## config.mk

```make
export PLATFORM = sky130hd
export DESIGN_NAME = ibus_frame_decoder
export DESIGN_NICKNAME = d
export VERILOG_FILES = /design/src/rtl/core/ibusfd_pkg.sv /design/src/rtl/core/ibusfd_csum.sv /design/src/rtl/core/ibus_frame_decoder.sv
export SDC_FILE = /design/constraint.sdc
export NUM_CORES = 1
export LEC_CHECK = 0
export BUFFER_PORTS_ARGS = -buffer_cell sky130_fd_sc_hd__buf_2
export CORE_MARGIN = 5
export CORE_UTILIZATION = 49
export CTS_BUF_LIST = sky130_fd_sc_hd__clkbuf_8
export CTS_CLUSTER_SIZE = 24
export DETAILED_ROUTE_END_ITERATION = 7
export PLACE_DENSITY = 0.65
export SYNTH_ARGS = -nofsm -noshare
export SYNTH_HDL_FRONTEND = slang
export SYNTH_SLANG_ARGS = --single-unit
```

## constraint.sdc

```tcl
create_clock -name clk -period 9.4 [get_ports clk]
set_clock_uncertainty 0.05 [all_clocks]
set_input_delay 0.94 -clock clk [delete_from_list [all_inputs] [get_ports clk]]
set_output_delay 0.94 -clock clk [all_outputs]
set_load 0.005 [all_outputs]
```

## src/rtl/core/ibusfd_pkg.sv

```systemverilog
// ibus frame decoder: shared types and constants
// used by ibusfd_csum and ibus_frame_decoder, depends on nothing
package ibusfd_pkg;

    // frame layout
    localparam int unsigned FRAME_LEN     = 32;
    localparam int unsigned CSUM_BYTES    = 30;
    localparam int unsigned BASE_CHANNELS = 14;
    localparam int unsigned CHANNEL_MAX   = 18;

    localparam logic [7:0]  HDR_LEN_BYTE  = 8'h20;
    localparam logic [7:0]  HDR_CMD_BYTE  = 8'h40;
    localparam logic [15:0] CSUM_INIT     = 16'hFFFF;
    localparam logic [7:0]  NIB_LO_MASK   = 8'h0F;
    localparam logic [7:0]  NIB_HI_MASK   = 8'hF0;

    // configuration register indexes
    localparam logic [1:0]  REG_DECODER_ENABLE  = 2'd0;
    localparam logic [1:0]  REG_EXTENDED_ENABLE = 2'd1;

    // control of the checksum accumulator
    typedef struct packed {
        logic clr;  // load the initial value
        logic sub;  // subtract the operand
        logic hi;   // operand is the byte shifted into the upper half
    } csum_ctrl_t;

endpackage

```

## src/rtl/core/ibusfd_csum.sv

```systemverilog
// ibus frame decoder: 16-bit wrapping checksum accumulator
// one shared subtractor stepped by the top-level sequencer; uses ibusfd_pkg
module ibusfd_csum (
    input  logic                    clk,
    input  logic                    rst_n,
    input  ibusfd_pkg::csum_ctrl_t  ctrl,
    input  logic [7:0]              byte_in,
    output logic                    zero
);

    logic [15:0] acc_reg;
    logic [15:0] acc_next;
    logic [15:0] operand;

    // the received checksum is subtracted too: a good frame ends at zero
    assign operand = ctrl.hi ? {byte_in, 8'h00} : {8'h00, byte_in};

    always_comb
    begin
        priority if (ctrl.clr)
        begin
            acc_next = ibusfd_pkg::CSUM_INIT;
        end
        else if (ctrl.sub)
        begin
            acc_next = acc_reg - operand;
        end
        else
        begin
            acc_next = acc_reg;
        end
    end

    // accumulator register
    always_ff @(posedge clk or negedge rst_n)
    begin
        if (!rst_n)
        begin
            acc_reg <= ibusfd_pkg::CSUM_INIT;
        end
        else
        begin
            acc_reg <= acc_next;
        end
    end

    assign zero = (acc_reg == 16'h0000);

    // a clear always leaves the initial value behind
    a_clr_loads: assert property (@(posedge clk) disable iff (!rst_n)
        ctrl.clr |=> acc_reg == ibusfd_pkg::CSUM_INIT)
        else $error("checksum accumulator not cleared");

    // without a command the accumulator holds
    a_idle_holds: assert property (@(posedge clk) disable iff (!rst_n)
        (!ctrl.clr && !ctrl.sub) |=> $stable(acc_reg))
        else $error("checksum accumulator moved while idle");

    // clear and subtract are never asked for together
    a_one_cmd: assert property (@(posedge clk) disable iff (!rst_n)
        !(ctrl.clr && ctrl.sub))
        else $error("checksum clear and subtract at once");

endmodule

```

## src/rtl/core/ibus_frame_decoder.sv

```systemverilog
// ibus frame decoder top level: byte collection, frame memory, sequencer
// depends on ibusfd_pkg and ibusfd_csum
//
//  channel   direction  signals                      payload
//  s_*       in         s_tvalid s_tready s_tdata    rx_byte [7:0]
//  m_*       out        m_tvalid m_tready m_tdata    channel_index, channel_value
//                       m_tlast                      last_channel
//  cfg_*     in         cfg_wr_en cfg_addr cfg_wdata decoder_enable, extended_enable
//
// received bytes are taken while s_tready is high; the byte that completes a frame
// starts a checksum pass over the frame memory (one read port, one byte a cycle)
// and a verdict, then a fetch and an emit for each channel (base channels read two
// bytes, extra channels three); the emit waits while the result is stalled.
// s_tready is low from that pass until the last channel or a bad checksum. reset clears position,
// state and registers; frame memory is not cleared, every byte is written before use.
module ibus_frame_decoder (
    input  logic        clk,
    input  logic        rst_n,
    // input stream
    input  logic        s_tvalid,
    output logic        s_tready,
    input  logic [7:0]  s_tdata,    // [7:0] rx_byte
    // output stream
    output logic        m_tvalid,
    input  logic        m_tready,
    output logic [23:0] m_tdata,    // [4:0] channel_index, [16:5] channel_value, rest zero
    output logic        m_tlast,    // last_channel
    // configuration
    input  logic        cfg_wr_en,
    input  logic [1:0]  cfg_addr,
    input  logic        cfg_wdata
);

    typedef enum logic [2:0] {
        ST_IDLE,
        ST_SUM,
        ST_CHK,
        ST_FETCH,
        ST_EMIT
    } state_t;

    localparam logic [4:0] LAST_BASE = 5'(ibusfd_pkg::BASE_CHANNELS - 1);
    localparam logic [4:0] LAST_EXT  = 5'(ibusfd_pkg::CHANNEL_MAX - 1);
    localparam logic [4:0] POS_LAST  = 5'(ibusfd_pkg::FRAME_LEN - 1);
    localparam logic [5:0] SUM_END   = 6'(ibusfd_pkg::FRAME_LEN);
    localparam logic [5:0] SUM_CUT   = 6'(ibusfd_pkg::CSUM_BYTES);

    // configuration registers
    logic dec_en_reg;
    logic ext_en_reg;

    always_ff @(posedge clk or negedge rst_n)
    begin
        if (!rst_n)
        begin
            dec_en_reg <= 1'b0;
            ext_en_reg <= 1'b0;
        end
        else if (cfg_wr_en)
        begin
            if (cfg_addr == ibusfd_pkg::REG_DECODER_ENABLE)
            begin
                dec_en_reg <= cfg_wdata;
            end
            if (cfg_addr == ibusfd_pkg::REG_EXTENDED_ENABLE)
            begin
                ext_en_reg <= cfg_wdata;
            end
        end
    end

    state_t      state_reg, state_next;
    logic [4:0]  pos_reg, pos_next;
    logic [5:0]  cnt_reg, cnt_next;
    logic [4:0]  ch_reg, ch_next;
    logic [1:0]  stp_reg, stp_next;
    logic [11:0] val_reg, val_next;
    logic        ext_reg, ext_next;
    logic        m_tvalid_reg, m_tvalid_next;
    logic [4:0]  out_idx_reg, out_idx_next;
    logic [11:0] out_val_reg, out_val_next;
    logic        out_last_reg, out_last_next;

    logic        in_xfer;
    logic        mem_we;
    logic [4:0]  rd_addr;
    logic [7:0]  rd_data_reg;
    logic [7:0]  frame_mem [ibusfd_pkg::FRAME_LEN];

    ibusfd_pkg::csum_ctrl_t csum_ctrl;
    logic        csum_zero;

    // fetch addressing
    logic        is_ext;
    logic [4:0]  ext_ch;
    logic [1:0]  ext_m;
    logic [1:0]  fetch_n;
    logic [1:0]  fetch_j;
    logic [4:0]  fetch_addr;
    logic [4:0]  last_ch;
    logic        out_free;

    assign s_tready = (state_reg == ST_IDLE);
    assign in_xfer  = s_tvalid && s_tready;
    assign out_free = !m_tvalid_reg || m_tready;

    assign is_ext  = (ch_reg >= 5'(ibusfd_pkg::BASE_CHANNELS));
    assign ext_ch  = ch_reg - 5'(ibusfd_pkg::BASE_CHANNELS);
    assign ext_m   = ext_ch[1:0];
    assign fetch_n = is_ext ? 2'd3 : 2'd2;
    assign fetch_j = stp_reg - 2'd1;
    assign last_ch = ext_reg ? LAST_EXT : LAST_BASE;

    // base channel k reads 2+2k then 3+2k; extra channel m reads 3+6m, +2, +4
    always_comb
    begin
        if (is_ext)
        begin
            fetch_addr = 5'd3 + {1'b0, ext_m, 2'b00} + {2'b00, ext_m, 1'b0}
                         + {2'b00, stp_reg, 1'b0};
        end
        else
        begin
            fetch_addr = 5'd2 + {ch_reg[3:0], 1'b0} + {4'b0000, stp_reg[0]};
        end
    end

    assign rd_addr = (state_reg == ST_SUM) ? cnt_reg[4:0] : fetch_addr;
    assign mem_we  = in_xfer && dec_en_reg
                     && (pos_reg != 5'd0 || s_tdata == ibusfd_pkg::HDR_LEN_BYTE)
                     && (pos_reg != 5'd1 || s_tdata == ibusfd_pkg::HDR_CMD_BYTE);

    // frame memory, registered read
    always_ff @(posedge clk)
    begin
        if (mem_we)
        begin
            frame_mem[pos_reg] <= s_tdata;
        end
        rd_data_reg <= frame_mem[rd_addr];
    end

    ibusfd_csum u_csum (
        .clk     (clk),
        .rst_n   (rst_n),
        .ctrl    (csum_ctrl),
        .byte_in (rd_data_reg),
        .zero    (csum_zero)
    );

    // sequencer next state
    always_comb
    begin
        state_next    = state_reg;
        pos_next      = pos_reg;
        cnt_next      = cnt_reg;
        ch_next       = ch_reg;
        stp_next      = stp_reg;
        val_next      = val_reg;
        ext_next      = ext_reg;
        m_tvalid_next = m_tvalid_reg && !m_tready;
        out_idx_next  = out_idx_reg;
        out_val_next  = out_val_reg;
        out_last_next = out_last_reg;
        csum_ctrl     = '0;

        unique case (state_reg)
            ST_IDLE:
            begin
                if (in_xfer && dec_en_reg)
                begin
                    if (pos_reg == 5'd1 && s_tdata != ibusfd_pkg::HDR_CMD_BYTE)
                    begin
                        // bad command byte: restart the hunt, byte dropped
                        pos_next = 5'd0;
                    end
                    else if (mem_we)
                    begin
                        if (pos_reg == POS_LAST)
                        begin
                            pos_next      = 5'd0;
                            cnt_next      = 6'd0;
                            ext_next      = ext_en_reg;
                            csum_ctrl.clr = 1'b1;
                            state_next    = ST_SUM;
                        end
                        else
                        begin
                            pos_next = pos_reg + 5'd1;
                        end
                    end
                end
            end

            ST_SUM:
            begin
                // data for byte cnt-1 arrives; last two bytes are the checksum word
                cnt_next = cnt_reg + 6'd1;
                if (cnt_reg != 6'd0 && (cnt_reg <= SUM_CUT || cnt_reg >= SUM_CUT + 6'd2))
                begin
                    csum_ctrl.sub = 1'b1;
                end
                else if (cnt_reg == SUM_CUT + 6'd1)
                begin
                    csum_ctrl.sub = 1'b1;
                end
                csum_ctrl.hi = (cnt_reg == SUM_END);
                if (cnt_reg == SUM_END)
                begin
                    state_next = ST_CHK;
                end
            end

            ST_CHK:
            begin
                ch_next  = 5'd0;
                stp_next = 2'd0;
                state_next = csum_zero ? ST_FETCH : ST_IDLE;
            end

            ST_FETCH:
            begin
                if (stp_reg != 2'd0)
                begin
                    if (is_ext)
                    begin
                        unique case (fetch_j)
                            2'd0:    val_next[3:0]  = rd_data_reg[7:4];
                            2'd1:    val_next[7:4]  = rd_data_reg[7:4];
                            default: val_next[11:8] = rd_data_reg[7:4];
                        endcase
                    end
                    else
                    begin
                        if (fetch_j == 2'd0)
                        begin
                            val_next[7:0] = rd_data_reg;
                        end
                        else
                        begin
                            val_next[11:8] = rd_data_reg[3:0];
                        end
                    end
                end
                if (stp_reg == fetch_n)
                begin
                    state_next = ST_EMIT;
                end
                else
                begin
                    stp_next = stp_reg + 2'd1;
                end
            end

            ST_EMIT:
            begin
                if (out_free)
                begin
                    m_tvalid_next = 1'b1;
                    out_idx_next  = ch_reg;
                    out_val_next  = val_reg;
                    out_last_next = (ch_reg == last_ch);
                    ch_next       = ch_reg + 5'd1;
                    stp_next      = 2'd0;
                    state_next    = (ch_reg == last_ch) ? ST_IDLE : ST_FETCH;
                end
            end

            default:
            begin
                state_next = ST_IDLE;
            end
        endcase
    end

    // state and registered outputs
    always_ff @(posedge clk or negedge rst_n)
    begin
        if (!rst_n)
        begin
            state_reg    <= ST_IDLE;
            pos_reg      <= 5'd0;
            cnt_reg      <= 6'd0;
            ch_reg       <= 5'd0;
            stp_reg      <= 2'd0;
            val_reg      <= 12'd0;
            ext_reg      <= 1'b0;
            m_tvalid_reg <= 1'b0;
            out_idx_reg  <= 5'd0;
            out_val_reg  <= 12'd0;
            out_last_reg <= 1'b0;
        end
        else
        begin
            state_reg    <= state_next;
            pos_reg      <= pos_next;
            cnt_reg      <= cnt_next;
            ch_reg       <= ch_next;
            stp_reg      <= stp_next;
            val_reg      <= val_next;
            ext_reg      <= ext_next;
            m_tvalid_reg <= m_tvalid_next;
            out_idx_reg  <= out_idx_next;
            out_val_reg  <= out_val_next;
            out_last_reg <= out_last_next;
        end
    end

    assign m_tvalid = m_tvalid_reg;
    assign m_tdata  = {7'd0, out_val_reg, out_idx_reg};
    assign m_tlast  = out_last_reg;

    // channel numbers never exceed the last extended channel
    a_idx_range: assert property (@(posedge clk) disable iff (!rst_n)
        m_tvalid |-> out_idx_reg <= LAST_EXT)
        else $error("channel index out of range");

    // a frame ends only on the last base or last extended channel
    a_last_pos: assert property (@(posedge clk) disable iff (!rst_n)
        (m_tvalid && m_tlast) |-> (out_idx_reg == LAST_BASE || out_idx_reg == LAST_EXT))
        else $error("last flag on a middle channel");

    // the checksum verdict follows a complete sweep
    a_chk_after_sum: assert property (@(posedge clk) disable iff (!rst_n)
        state_reg == ST_CHK |-> $past(state_reg) == ST_SUM && $past(cnt_reg) == SUM_END)
        else $error("checksum checked before sweep ended");

    // a good command byte always advances to the payload
    a_hdr_adv: assert property (@(posedge clk) disable iff (!rst_n)
        (in_xfer && dec_en_reg && pos_reg == 5'd1 && s_tdata == ibusfd_pkg::HDR_CMD_BYTE)
        |=> pos_reg == 5'd2)
        else $error("header did not advance position");

endmodule
```

======== Word-level counts from Yosys, hierarchy flattened ========
Memories as Yosys holds them, arrays and structs flattened. A register that Yosys moved wholly into a read port is not among the register bits.
Cells that the tools add are included.
W data, S select, Z words.
operators by class
  reductions and logical operators ........ 39
  multiplexer cells ....................... 48
  $lt $le $gt $ge ......................... 3
  equality and inequality tests ........... 27
  bitwise gates (word level) .............. 1
  $add $sub $neg .......................... 12
operator list
  kind                   number
  $mux W16               3
  $mux W5                7
  $mux W6                4
  $mux W3                7
  $logic_not A16 Y1      1
  $mux W4                4
  $sub A16 B16 Y16       1
  $pmux W3 S5            1
  $mux W1                12
  $mux W12               1
  $ne A2 B2 Y1 const B   6
  $pmux W6 S2            1
  $reduce_bool A2 Y1     6
  $add A5 B1 Y5 const B  2
  $add A5 B3 Y5          2
  $mux W2                5
  $ne A2 B1 Y1 const B   5
  $pmux W5 S2            1
  $reduce_and A5 Y1      2
  $reduce_and A3 Y1      3
  $eq A8 B6 Y1 const B   1
  $eq A8 B7 Y1 const B   1
  $mux W8                1
  $ne A8 B7 Y1 const B   1
  other kinds (35)       52
word-level totals
  memory bits (writable) .................. 256
  memories ................................ 1
  word-level logic and storage cells ...... 147
  output and inout port bits .............. 27
  flip-flop bits (word level) ............. 71
memory list
  name       depth  width  rd ports  clocked after Yosys merged registers in  write ports  RTL line                  source
  frame_mem  32     8      1         1                                        1            ibus_frame_decoder.sv:88  logic [7:0] frame_mem [ibusfd_pkg::FRAME_LEN];

======== Depth between registers and ports, before layout ========
Gate-level depths: netlist of the first run.
  word-level depth ........................ 10
  gate-level depth with buffers ........... 15
  depth with buffers taken out ............ 13

======== Modules after synthesis ========
From an unflattened synthesis of the first run, not the netlist that was laid out.
second synthesis, totals
  cell total of the unflattened synthesis .. 1235
  area total of the unflattened synthesis .. 15123.3 sq um
modules (own cells, without submodules)
  module              area each (sq um)  instances  cells each  sequential area each (sq um)
  ibus_frame_decoder  13550.5            1          1042        9223.8
  ibusfd_csum         1572.8             1          193         420.4

======== Worst setup path after synthesis of the first run ========
No wires, ideal clock.
  kind .................................... reg2reg
  from .................................... reg state_reg[0]
  to ...................................... reg u_csum.acc_reg[15]
  path slack .............................. 6.068 ns
  buffers on the path ..................... 2
  setup time .............................. 0.080 ns
  data arrival time ....................... 3.203 ns
  cell stages (with the launch flop) ...... 14
  data required time ...................... 9.270 ns
  cell sequence ........................... dfrtp_1 > clkbuf_1 > nor3b_1 > buf_2 > nand4_1 > nand2_1 > ha_1 > and3_1 > a22o_1 > a211oi_1 > o211ai_1 > and4_1 > o31a_1 > o22a_1
between the ends
  longest elaborated chain between the ends .. 10
  elaborated cells between the ends (all ways) .. 16
ends and longest elaborated chain
  element                                                    RTL line                   source
  start: declaration                                         ibus_frame_decoder.sv:72   state_t state_reg, state_next;
  start signal: assignment                                   ibus_frame_decoder.sv:295  state_reg <= state_next;
  branches (longest 10 deep; another with $sub A16 B16 Y16)  --
  end signal: assignment                                     ibusfd_csum.sv:39          acc_reg <= ibusfd_pkg::CSUM_INIT;
  end signal: assignment                                     ibusfd_csum.sv:43          acc_reg <= acc_next;
  end: declaration                                           ibusfd_csum.sv:11          logic [15:0] acc_reg;
Several ways; the timed one is not identified. The select of a mux whose other input is x is not followed.
A chain may end at the register's enable or synchronous reset.

======== Final worst setup path of the first run ========
  from .................................... reg ch_reg[0]
  to ...................................... reg rd_data_reg[0] (read register of frame_mem)
between the ends
  longest elaborated chain between the ends .. 6
  elaborated cells between the ends (all ways) .. 9
ends and longest elaborated chain
  element                   RTL line                   source
  start: declaration        ibus_frame_decoder.sv:75   logic [4:0] ch_reg, ch_next;
  start signal: assignment  ibus_frame_decoder.sv:298  ch_reg <= ch_next;
  $sub A2 B2 Y2             ibus_frame_decoder.sv:108  assign ext_ch = ch_reg - 5'(ibusfd_pkg::BASE_CHANNELS);
  $add A2 B4 Y5             ibus_frame_decoder.sv:119  fetch_addr = 5'd3 + {1'b0, ext_m, 2'b00} + {2'b00, ext_m, 1'b0}
  $add A5 B3 Y5             ibus_frame_decoder.sv:119
  $add A5 B3 Y5             ibus_frame_decoder.sv:120  + {2'b00, stp_reg, 1'b0};
  $mux W5 *                 ibus_frame_decoder.sv:117  if (is_ext)
  $mux W5 *                 ibus_frame_decoder.sv:128  assign rd_addr = (state_reg == ST_SUM) ? cnt_reg[4:0] : fetch_addr;
  end: declaration          ibus_frame_decoder.sv:87   logic [7:0] rd_data_reg;
Every way passes the cells marked *; elsewhere a longest branch is shown, timed or not.

==> impl_metrics.py, run 1 <==
metrics = {
    "run_status": {
        "outcome": "complete, no violations",
    },
    "clocking": {
        "cts_made_buffers": 55,
        "cts_hold_buffers": 0,
        "clock_latency_ns": 0.61,
        "clkTransAtPathRegs_ns": 0.06,
        "clockBufferDepth": 3,
        "clock-sinks": 335,
        "h-tree-depth": 2,
        "postCtsSetupBuffers": 0,
        "cts_tree": "yes",
        "ctsResizeCount": 0,
        "cts-root-buf": "clkbuf_8",
    },
    "route": {
        "wl_mm": 35.2,
        "detail_route.wl_per_cell_um": 20.8,
        "avgViaCountPerCell": 5.77,
        "ant_nets": 0,
        "drt_iter0_drc": 944,
        "firstDrtPassIters": 6,
        "drc_errors": 0,
        "vias": 9779,
    },
    "synth": {
        "ys_seq_area_share_pct": 64.5,
        "async_reset_ff_share_pct": 21.2,
        "synth-seq-cells": 335,
        "synth_top_family_by_area": "simple AND/OR/NAND/NOR gates",
        "muxShareOfSynthArea_pct": 7.23,
        "synth_cells": 1205,
        "synth-compound-area-share_pct": 7.76,
        "synthFlopType": "edfxtp_1",
        "synth-edff-count": 256,
        "ys_warn_count": 0,
        "postSynthAreaPerCell_um2": 12.4,
        "synth.distinct_cells": 73,
        "synth-xor-area-share_pct": 0.820,
        "synthesis.area_mm2": 0.0149,
        "synth_fa_ha_area_share_pct": 3.25,
        "yosys.area_share.simple_pct": 13.8,
    },
    "min_path": {
        "hp-class": "flop to flop",
    },
    "pwr": {
        "seqPwrFrac_pct": 36.6,
        "ir_drop_uv": 250,
        "intPower_mw": 3.29,
        "report.power.total_mw": 5.34,
        "power_density_mw_per_mm2": 322,
        "swShare_pct": 38.3,
        "power_frac_clock_pct": 24.0,
        "p_switching_mw": 2.05,
        "combPwrFrac_pct": 39.5,
        "power.leakage_nw": 6.45,
    },
    "die": {
        "die_area_mm2": 0.0341,
        "rows": 64,
        "die_width_um": 185,
        "coreArea_mm2": 0.0303,
        "io-pin-count": 43,
        "die_h_um": 185,
        "initial_core_util_pct": 49.2,
    },
    "placed_design": {
        "hpwl_mm": 21.6,
        "place.gp.congestion": 0.869,
        "io_buffers": 35,
    },
    "job": {
        "maxCapViolCount": 0,
    },
    "global_routing": {
        "grt_pass1_vias": 9558,
        "grt_pass1_wl_mm": 54.9,
        "antenna_found_initial": 0,
        "gr-total-overflow": 0,
        "grt_max_degree": 85,
        "grt_usage_pct": 20.7,
    },
    "sta": {
        "setup_violations": 0,
        "fin_crit_sh_pct": 48.1,
        "finalCriticalPeriod_ns": 4.52,
        "slew_violations": 0,
        "finalHoldViolations": 0,
        "rsz0062_at_grt": "false",
        "slew_headroom_pct": 26.6,
        "tightest_slew_ns": 1.10,
        "fin_setup_tns_ns": 0,
        "fmax_mhz": 221,
    },
    "critical_path": {
        "slowest_stage": "buf_4",
        "required_ns": 9.82,
        "path_common_cell": "mux2i_1",
        "cp_slowest_stage_delay_ns": 0.84,
        "crit_type": "flop to flop",
        "path_max_fanout": 73,
        "crit_arrival_ns": 4.95,
        "cp_cell_sequence": "inv_1 -> ha_1 -> o211ai_1 -> nand2_1 -> clkinv_1 -> ha_1 -> mux2_4 -> buf_4 -> mux2i_1 -> mux2i_1 -> mux2i_1 -> o22ai_1 -> a31o_1",
        "endpoint_kind": "flop",
        "worstSetupStartpointType": "flop",
    },
    "layout": {
        "fin_nets": 1306,
        "final_cell_mix": "256 x edfxtp_1, 241 x nand2_1, 75 x mux2i_1",
        "diodes": 0,
        "final_common_cell": "edfxtp_1",
        "nFillCells": 2552,
        "drive_gt1_share_pct": 13.9,
        "largest_reg_flops": 256,
        "syn2layout_area_growth_pct": 10.9,
    },
}
routing by layer:
metal | share of wire (%) | global-route usage [%]
met3 | 7.5 | 3.87
met5 | 0 | 0
met4 | 3.1 | 7.28
met2 | 48 | 33.7
met1 | 42 | 28.2
power by group through the flow:
| stage | Clock (mW) | Combinational [mW] | Sequential (mW) |
|---|---|---|---|
| after floorplan | 0 | 1.59 | 1.90 |
| after global placement | 0 | 2.08 | 1.97 |
| after detailed placement | 0 | 2.10 | 1.98 |
| after CTS | 1.31 | 2.11 | 1.95 |
| after global routing | 1.38 | 2.32 | 1.97 |
| final | 1.28 | 2.11 | 1.95 |
final timing paths:
kind                            depth (start not counted)                   start  slack, ns                endpoint
worst max-delay path                                   13   ch_reg[0]$_DFFE_PN0P_       4.88  rd_data_reg[0]$_DFF_P_
worst min-delay path                                    2  ext_en_reg$_DFFE_PN0P_       0.42     ext_reg$_DFFE_PN0P_
worst max register to register                         13   ch_reg[0]$_DFFE_PN0P_       4.88  rd_data_reg[0]$_DFF_P_
worst min register to register                          2  ext_en_reg$_DFFE_PN0P_       0.42     ext_reg$_DFFE_PN0P_
max in group asynchronous                               2                   rst_n       8.20  val_reg[4]$_DFFE_PN0P_
min in group asynchronous                               2                   rst_n       0.52   ch_reg[2]$_DFFE_PN0P_
final cells by class:
cell class | instances | area [um^2] | share of cell area [%]
clock buffers | 70 | 963 | 5.81
clock inverters | 32 | 176 | 1.06
inverters | 20 | 75.1 | 0.453
multi-input cells | 794 | 4950 | 29.9
flip-flops and latches | 335 | 9640 | 58.2
well taps | 396 | 495 | 2.99
repair buffers | 47 | 265 | 1.60
through the flow:
stage / hold WS (ns) / cells / area (um^2) / util (%) / setup slack [ns]
2_1_floorplan: 0.383 / 1211 / 15000 / - / 6.07
3_3_place_gp: 0.405 / 1592 / 15400 / 50.8 / 4.96
3_5_place_dp: 0.408 / 1592 / 15400 / 50.8 / 4.91
4_1_cts: 0.423 / 1694 / 16600 / 54.6 / 4.88
5_1_grt: 0.453 / 1694 / 16600 / 54.6 / 4.55
6_report: 0.420 / 1694 / 16600 / 54.6 / 4.88
worst max-delay path: cells and delay by family (launching register included):
family	cells	cell delay (ns)
mux	4	1.32
buf+inv	3	1.16
compound gates	3	0.59
flops	1	0.50
fa+ha+maj	2	0.49
simple gates	1	0.22
cells by family (layout without fill, tap and decap cells):
family,count (synthesis),after routing
multiplexers,101,101
other,1,7
flip-flops,335,335
AND/OR/NAND/NOR,467,467
AO/OA/AOI/OAI,168,168
XOR/XNOR,14,14
adder cells (fa/ha/maj),37,37
buffers and inverters,82,169
synthesized netlist by cell type (all sizes together), types with 3 or more instances:
cell | n | area, um^2
fa | 3 | 60.1
or3b | 4 | 35.0
and2 | 5 | 31.3
mux2i | 76 | 773
a311oi | 13 | 114
inv | 19 | 71.3
dfrtp | 55 | 1380
and3 | 25 | 156
a311o | 6 | 60.1
buf | 43 | 244
a221oi | 7 | 67.6
nor3b | 4 | 30.0
nand4 | 4 | 25.0
dfxtp | 8 | 160
nor4 | 5 | 31.3
or3 | 7 | 43.8
nand3b | 4 | 30.0
o211ai | 8 | 60.1
nand3 | 65 | 325
nor2 | 69 | 259
o21ai | 39 | 199
xnor2 | 7 | 61.3
xor2 | 7 | 61.3
ha | 34 | 425
dfstp | 16 | 420
edfxtp | 256 | 7690
a211oi | 4 | 30.0
a31oi | 19 | 119
a21o | 7 | 52.6
nand2 | 241 | 905
o31ai | 3 | 22.5
clkbuf | 19 | 71.3
a32o | 6 | 60.1
a21oi | 29 | 145
nand2b | 5 | 31.3
nor3 | 25 | 125
mux2 | 23 | 263
Power figures use the tool's default switching activity.
==> run 2: changes to the inputs <==
Settings changed: ABC_AREA set to 1.
Clock period 9.4 ns to 4.35 ns, I/O delays scaled along.
==> run 2 against run 1 <==
Clock power increased by 110%. Largest power group unchanged. Hold slack got worse by 0.37 ns. Via count increased by 22%.
==> impl_metrics.py, run 2 <==
metrics = {
    "run_status": {
        "outcome": "complete, no violations",
    },
    "synth": {
        "muxShareOfSynthArea_pct": 0.0696,
        "yosys.area_share.simple_pct": 25.3,
        "ys_warn_count": 0,
        "yosys.area.top_type": "edfxtp_1",
        "ys_seq_area_share_pct": 59.6,
        "synth_fa_ha_area_share_pct": 3.00,
        "synthTopCellsByCount": "523 x nand2_1, 274 x nand3_1, 256 x edfxtp_1",
        "synth-seq-cells": 335,
        "synth.distinct_cells": 48,
        "synthesis.area_mm2": 0.0162,
        "synth_cells": 1717,
        "async_reset_ff_share_pct": 21.2,
        "synth-xor-area-share_pct": 0.757,
        "postSynthAreaPerCell_um2": 9.43,
        "yosys.area.top_type_share_pct": 47.5,
        "synthFlopType": "edfxtp_1",
        "synth_top_family_by_area": "simple AND/OR/NAND/NOR gates",
        "synth-compound-area-share_pct": 4.03,
        "yosysMostFrequentCell": "nand2_1",
        "ys_top_cells_by_area": "edfxtp_1 47%, nand2_1 12%, dfrtp_1 8.5%",
        "synth-edff-count": 256,
    },
    "die": {
        "initial_core_util_pct": 49.6,
        "rows": 66,
        "io-pin-count": 43,
        "die_area_mm2": 0.0368,
        "die_width_um": 192,
        "coreArea_mm2": 0.0326,
        "die_h_um": 192,
    },
    "critical_path": {
        "path_max_fanout": 144,
        "worstSetupStartpointType": "flop",
        "required_ns": 4.81,
        "crit_arrival_ns": 3.93,
        "reg2reg_slack_ns": 0.88,
        "endpoint_kind": "flop",
        "crit_type": "flop to flop",
    },
    "layout": {
        "final_common_cell": "nand2_1",
        "multi_input_area_mm2": 0.00541,
        "nFillCells": 2942,
        "drive_gt1_share_pct": 9.47,
        "largest_reg_flops": 256,
        "syn2layout_area_growth_pct": 10.1,
        "seq_area_mm2": 0.00964,
        "final_cell_mix": "523 x nand2_1, 274 x nand3_1, 256 x edfxtp_1",
        "diodes": 0,
        "fin_nets": 1815,
        "final_area_mm2": 0.0178,
    },
    "placed_design": {
        "placed_area_mm2": 0.0167,
        "hpwl_mm": 25.2,
        "place.gp.congestion": 0.866,
        "io_buffers": 35,
    },
    "global_routing": {
        "grt_use_met3_pct": 3.67,
        "met1_usage_pct": 30.3,
        "antenna_found_initial": 1,
        "grt_pass1_vias": 11600,
        "use_met2_pct": 36.7,
        "grt_pass1_wl_mm": 64.2,
        "top_usage_layer": "met2",
        "grt_max_degree": 145,
        "gr-total-overflow": 0,
        "grt_usage_pct": 22.5,
    },
    "clocking": {
        "clkTransAtPathRegs_ns": 0.06,
        "h-tree-depth": 2,
        "clock-sinks": 335,
        "cts_made_buffers": 56,
        "clockBufferDepth": 3,
        "cts-root-buf": "clkbuf_8",
        "cts_tree": "yes",
        "clock_latency_ns": 0.64,
    },
    "sta": {
        "fin_crit_sh_pct": 79.8,
        "slew_headroom_pct": 36.9,
        "tightest_slew_ns": 0.946,
        "rsz0062_at_grt": "false",
        "holdWs_ns": 0.0539,
        "finalHoldViolations": 0,
        "fmax_mhz": 288,
        "finalCriticalPeriod_ns": 3.47,
        "setup_violations": 0,
        "slew_violations": 0,
        "fin_setup_tns_ns": 0,
    },
    "pwr": {
        "power_frac_clock_pct": 22.3,
        "swShare_pct": 43.2,
        "p_switching_mw": 5.22,
        "intPower_mw": 6.86,
        "power_density_mw_per_mm2": 678,
        "combPwrFrac_pct": 44.1,
        "ir_drop_uv": 401,
        "seqPwrFrac_pct": 33.6,
        "power.leakage_nw": 7.92,
    },
    "route": {
        "firstDrtPassIters": 5,
        "drc_errors": 0,
        "wl_mm": 40.8,
        "vias": 11900,
        "avgViaCountPerCell": 5.31,
        "detail_route.wl_per_cell_um": 18.2,
        "drt_iter0_drc": 1101,
        "ant_nets": 0,
    },
    "job": {
        "maxCapViolCount": 0,
    },
    "min_path": {
        "hp-class": "input port to flop",
    },
}
[run 2: worst paths after layout]
kind                       depth (start not counted)                          to                    from
max                                               16      rd_data_reg[6]$_DFF_P_   ch_reg[0]$_DFFE_PN0P_
min                                                4          m_tvalid$_DFF_PN0_                m_tready
max reg2reg                                       16      rd_data_reg[6]$_DFF_P_   ch_reg[0]$_DFFE_PN0P_
min reg2reg                                        2  out_val_reg[4]$_DFFE_PN0P_  val_reg[4]$_DFFE_PN0P_
max in group asynchronous                          2    state_reg[0]$_DFFE_PN0P_                   rst_n
min in group asynchronous                          2      pos_reg[0]$_DFFE_PN0P_                   rst_n
[run 2: timing repair]
action | in CTS | in global routing
hold buffers | 2 | 0
buffers inserted | 0 | 0
gates resized for setup | 0 | 0
endpoints found under the hold margin | 56 | 0
[run 2: kinds of logic after synthesis]
kind of cell,after synthesis
simple gates,938
flops,335
buf+inv,278
compound gates,113
fa+ha+maj,37
xor+xnor,14
other cells,1
mux,1
[run 2: metrics by stage]
stage	cells	util (%)	power, mW	worst slack, ns
4_1_cts	2248	54.7	12.1	0.932
3_3_place_gp	2144	51.3	9.37	0.662
5_1_grt	2248	54.7	13.1	0.584
3_5_place_dp	2144	51.3	9.44	0.582
2_1_floorplan	1723	-	8.06	1.65
6_report	2248	54.7	12.1	0.879
[run 2: cell type report]
cell class                 count  share of cell area, %
clock buffer                  61                   4.71
clock inverter                41                   1.31
inverter                     195                   4.11
multi-input combinational   1110                   30.4
sequential                   335                   54.1
tap                          442                   3.10
timing repair buffer          64                   2.32
[run 2: critical path, cell delays in order, from the launching register on]
cell	delay (ns)
dfrtp_1	0.46
inv_1	0.15
ha_1	0.24
nand3_2	0.11
nand3_4	0.12
inv_2	0.19
ha_1	0.24
nand2_4	0.25
nand2_4	0.15
buf_12	0.45
nand2_1	0.12
nand2_1	0.09
nand3_1	0.08
nand3_1	0.13
nand3_1	0.08
nand3_1	0.21
nand2_1	0.07
[run 2: routing by layer]
metal	up-vias	wire length (um)
li1	5790	-
met1	5612	16900
met2	415	19300
met3	107	3110
met4	2	1450
met5	-	7
[run 2: power by group through the flow]
stage               clock network, mW  logic [mW]  registers (mW)
floorplan                           0        4.07            3.98
global placement                    0        5.26            4.12
global route                     2.90        6.06            4.09
finish                           2.69        5.33            4.07
CTS                              2.75        5.34            4.06
detailed placement                  0        5.32            4.12
==> run 3: changes to the inputs <==
Settings changed: ABC_AREA 1 to 0.
Clock period 4.35 ns to 3.6 ns, I/O delays scaled along.
==> run 3 against run 2 <==
Count of clock-buffer cells in the layout decreased by 6. Clock power increased by 28%. Register-to-register slack worse by 0.71 ns. Combinational power rose by 13%. Critical path depth fell by 7. Routed wire length decreased by 9.2%. Sequential power is 24% higher. Non-clock buffer count grew 63. Final cell count decreased by 21%. Power rose by 20%. Flip-flop and latch count unchanged. Critical path type unchanged. Largest cell class unchanged.
==> impl_metrics.py, run 3 (synthesis results as in run 1) <==
metrics = {
    "route": {
        "drt_iter0_drc": 814,
        "detail_route.wl_per_cell_um": 20.9,
        "vias": 10100,
        "wl_mm": 37.1,
        "drc_errors": 0,
        "ant_nets": 0,
        "firstDrtPassIters": 5,
        "avgViaCountPerCell": 5.69,
    },
    "global_routing": {
        "gr-total-overflow": 0,
        "antenna_found_initial": 0,
        "grt_max_degree": 59,
        "grt_pass1_wl_mm": 56.7,
        "top_usage_layer": "met2",
        "met1_usage_pct": 29.2,
        "grt_usage_pct": 21.5,
        "grt_use_met3_pct": 3.22,
        "use_met2_pct": 36.0,
        "grt_pass1_vias": 10100,
    },
    "die": {
        "initial_core_util_pct": 49.2,
        "rows": 64,
        "die_h_um": 185,
        "die_width_um": 185,
        "coreArea_mm2": 0.0303,
        "io-pin-count": 43,
        "die_area_mm2": 0.0341,
    },
    "critical_path": {
        "path_max_fanout": 8,
        "slowest_stage": "nor2_1",
        "timing.rr.end": "rd_data_reg[6]$_DFF_P_",
        "cp_cell_sequence": "inv_1 -> fa_1 -> ha_1 -> fa_1 -> a21oi_1 -> o21ai_0 -> nor2_1 -> a32oi_1 -> a31o_2",
        "required_ns": 4.00,
        "endpoint_kind": "flop",
        "path_common_cell": "fa_1",
        "crit_buf_inv": 1,
        "crit_arrival_ns": 3.83,
        "reg2reg_depth": 9,
        "reg2reg_slack_ns": 0.17,
        "crit_family": "adder cells",
        "rr_startpoint": "ch_reg[1]$_DFFE_PN0P_",
        "worstSetupStartpointType": "flop",
        "crit_type": "flop to flop",
        "cp_slowest_stage_delay_ns": 0.57,
    },
    "min_path": {
        "min_from": "cfg_wr_en",
        "hold_path_depth": 3,
        "hp-class": "input port to flop",
        "holdPathEnd": "ext_en_reg$_DFFE_PN0P_",
    },
    "run_status": {
        "outcome": "complete, no violations",
    },
    "layout": {
        "instances_no_fill": 1773,
        "fin_nets": 1388,
        "largest_reg_flops": 256,
        "final_cell_mix": "256 x edfxtp_1, 241 x nand2_1, 87 x buf_4",
        "diodes": 0,
        "drive_gt1_share_pct": 18.9,
        "syn2layout_area_growth_pct": 15.5,
        "final_common_cell": "edfxtp_1",
        "final_area_mm2": 0.0173,
    },
    "sta": {
        "fmax_mhz": 292,
        "finalHoldViolations": 0,
        "setup_violations": 0,
        "slew_violations": 0,
        "fin_crit_sh_pct": 95.2,
        "tightest_slew_ns": 0.866,
        "finalCriticalPeriod_ns": 3.43,
        "slew_headroom_pct": 42.3,
    },
    "placed_design": {
        "placed_area_mm2": 0.0160,
        "dp_cells": 1669,
        "io_buffers": 35,
        "hpwl_mm": 23.7,
        "place.gp.congestion": 0.859,
    },
    "clocking": {
        "h-tree-depth": 2,
        "clkTransAtPathRegs_ns": 0.07,
        "clock_latency_ns": 0.60,
        "cts_made_buffers": 55,
        "cts_tree": "yes",
        "clockBufferDepth": 3,
        "clock-sinks": 335,
        "cts-root-buf": "clkbuf_8",
    },
    "pwr": {
        "power_density_mw_per_mm2": 839,
        "power.leakage_nw": 6.87,
        "ir_drop_uv": 461,
        "report.power.total_mw": 14.5,
    },
    "job": {
        "maxCapViolCount": 0,
    },
}
## run 3: cell types whose count changed in the layout (fill, tap and decap cells not counted), sizes merged, moves of 13 or more
cell    previous run  this run
nand3            280        65
o21ai             68        40
a31oi              4        19
buf               62       125
mux2               1        24
nor3               6        25
nand3b            28         4
mux2i              0        76
inv              224        36
a311oi             0        13
and3               0        25
nand2            528       241
## run 3: final cells by class
class,instances,area (um^2)
Multi-Input combinational cell,796,5000
Clock buffer,55,757
Sequential cell,335,9650
Timing Repair Buffer,127,908
Inverter,20,75.1
Fill cell,2510,13100
Clock inverter,44,383
Tap cell,396,495
## run 3: through the flow
stage                     worst slack [ns]  util, %  hold slack [ns]  TNS, ns
after detailed placement            0.0790     52.9            0.406        0
after floorplan                      0.268        -           0.0144        0
after global routing               -0.0105     56.9           0.0519  -0.0155
final                                0.173     56.9           0.0570        0
after CTS                           0.0129     56.7           0.0191        0
after global placement               0.192     52.9            0.405        0
## run 3: power breakdown
group | internal [mW] | leakage [nW] | switching, mW | total, mW
Sequential | 4.65 | 3.23 | 0.381 | 5.03
Clock | 1.94 | 0.643 | 1.50 | 3.44
Combinational | 2.40 | 3.00 | 3.63 | 6.02
Total | 8.98 | 6.87 | 5.51 | 14.5
## run 3: how the worst max path moves through the flow
stage | startpoint | to | slack, ns | cells after the start
after floorplan | state_reg[0]$_DFFE_PN0P_ | u_csum.acc_reg[15]$_DFFE_PN1P_ | 0.27 | 13
after CTS | ch_reg[1]$_DFFE_PN0P_ | rd_data_reg[3]$_DFF_P_ | 0.01 | 9
after detailed placement | ch_reg[1]$_DFFE_PN0P_ | rd_data_reg[5]$_DFF_P_ | 0.08 | 9
after global placement | ch_reg[1]$_DFFE_PN0P_ | rd_data_reg[3]$_DFF_P_ | 0.19 | 9
final | ch_reg[1]$_DFFE_PN0P_ | rd_data_reg[6]$_DFF_P_ | 0.17 | 9
after global routing | ch_reg[1]$_DFFE_PN0P_ | rd_data_reg[2]$_DFF_P_ | -0.01 | 9
## run 3: routing by layer
| metal | share of wire, % | wire length [um] |
|---|---|---|
| met4 | 3.0 | 1120 |
| met3 | 6.7 | 2490 |
| met5 | 0 | 0 |
| met1 | 42 | 15500 |
| met2 | 48 | 18000 |
## run 3: repair_timing
item                       in CTS  in global routing
setup buffers                   0                  1
gates resized for setup         0                  7
setup endpoints to repair       0                  9
hold buffers                    2                  0
hold endpoints to repair       24                  0
## run 3: tightest hold or removal path, stage by stage
cell and delay [ns]:
buf_2 0.10, nand3b_1 0.07, mux2_2 0.14
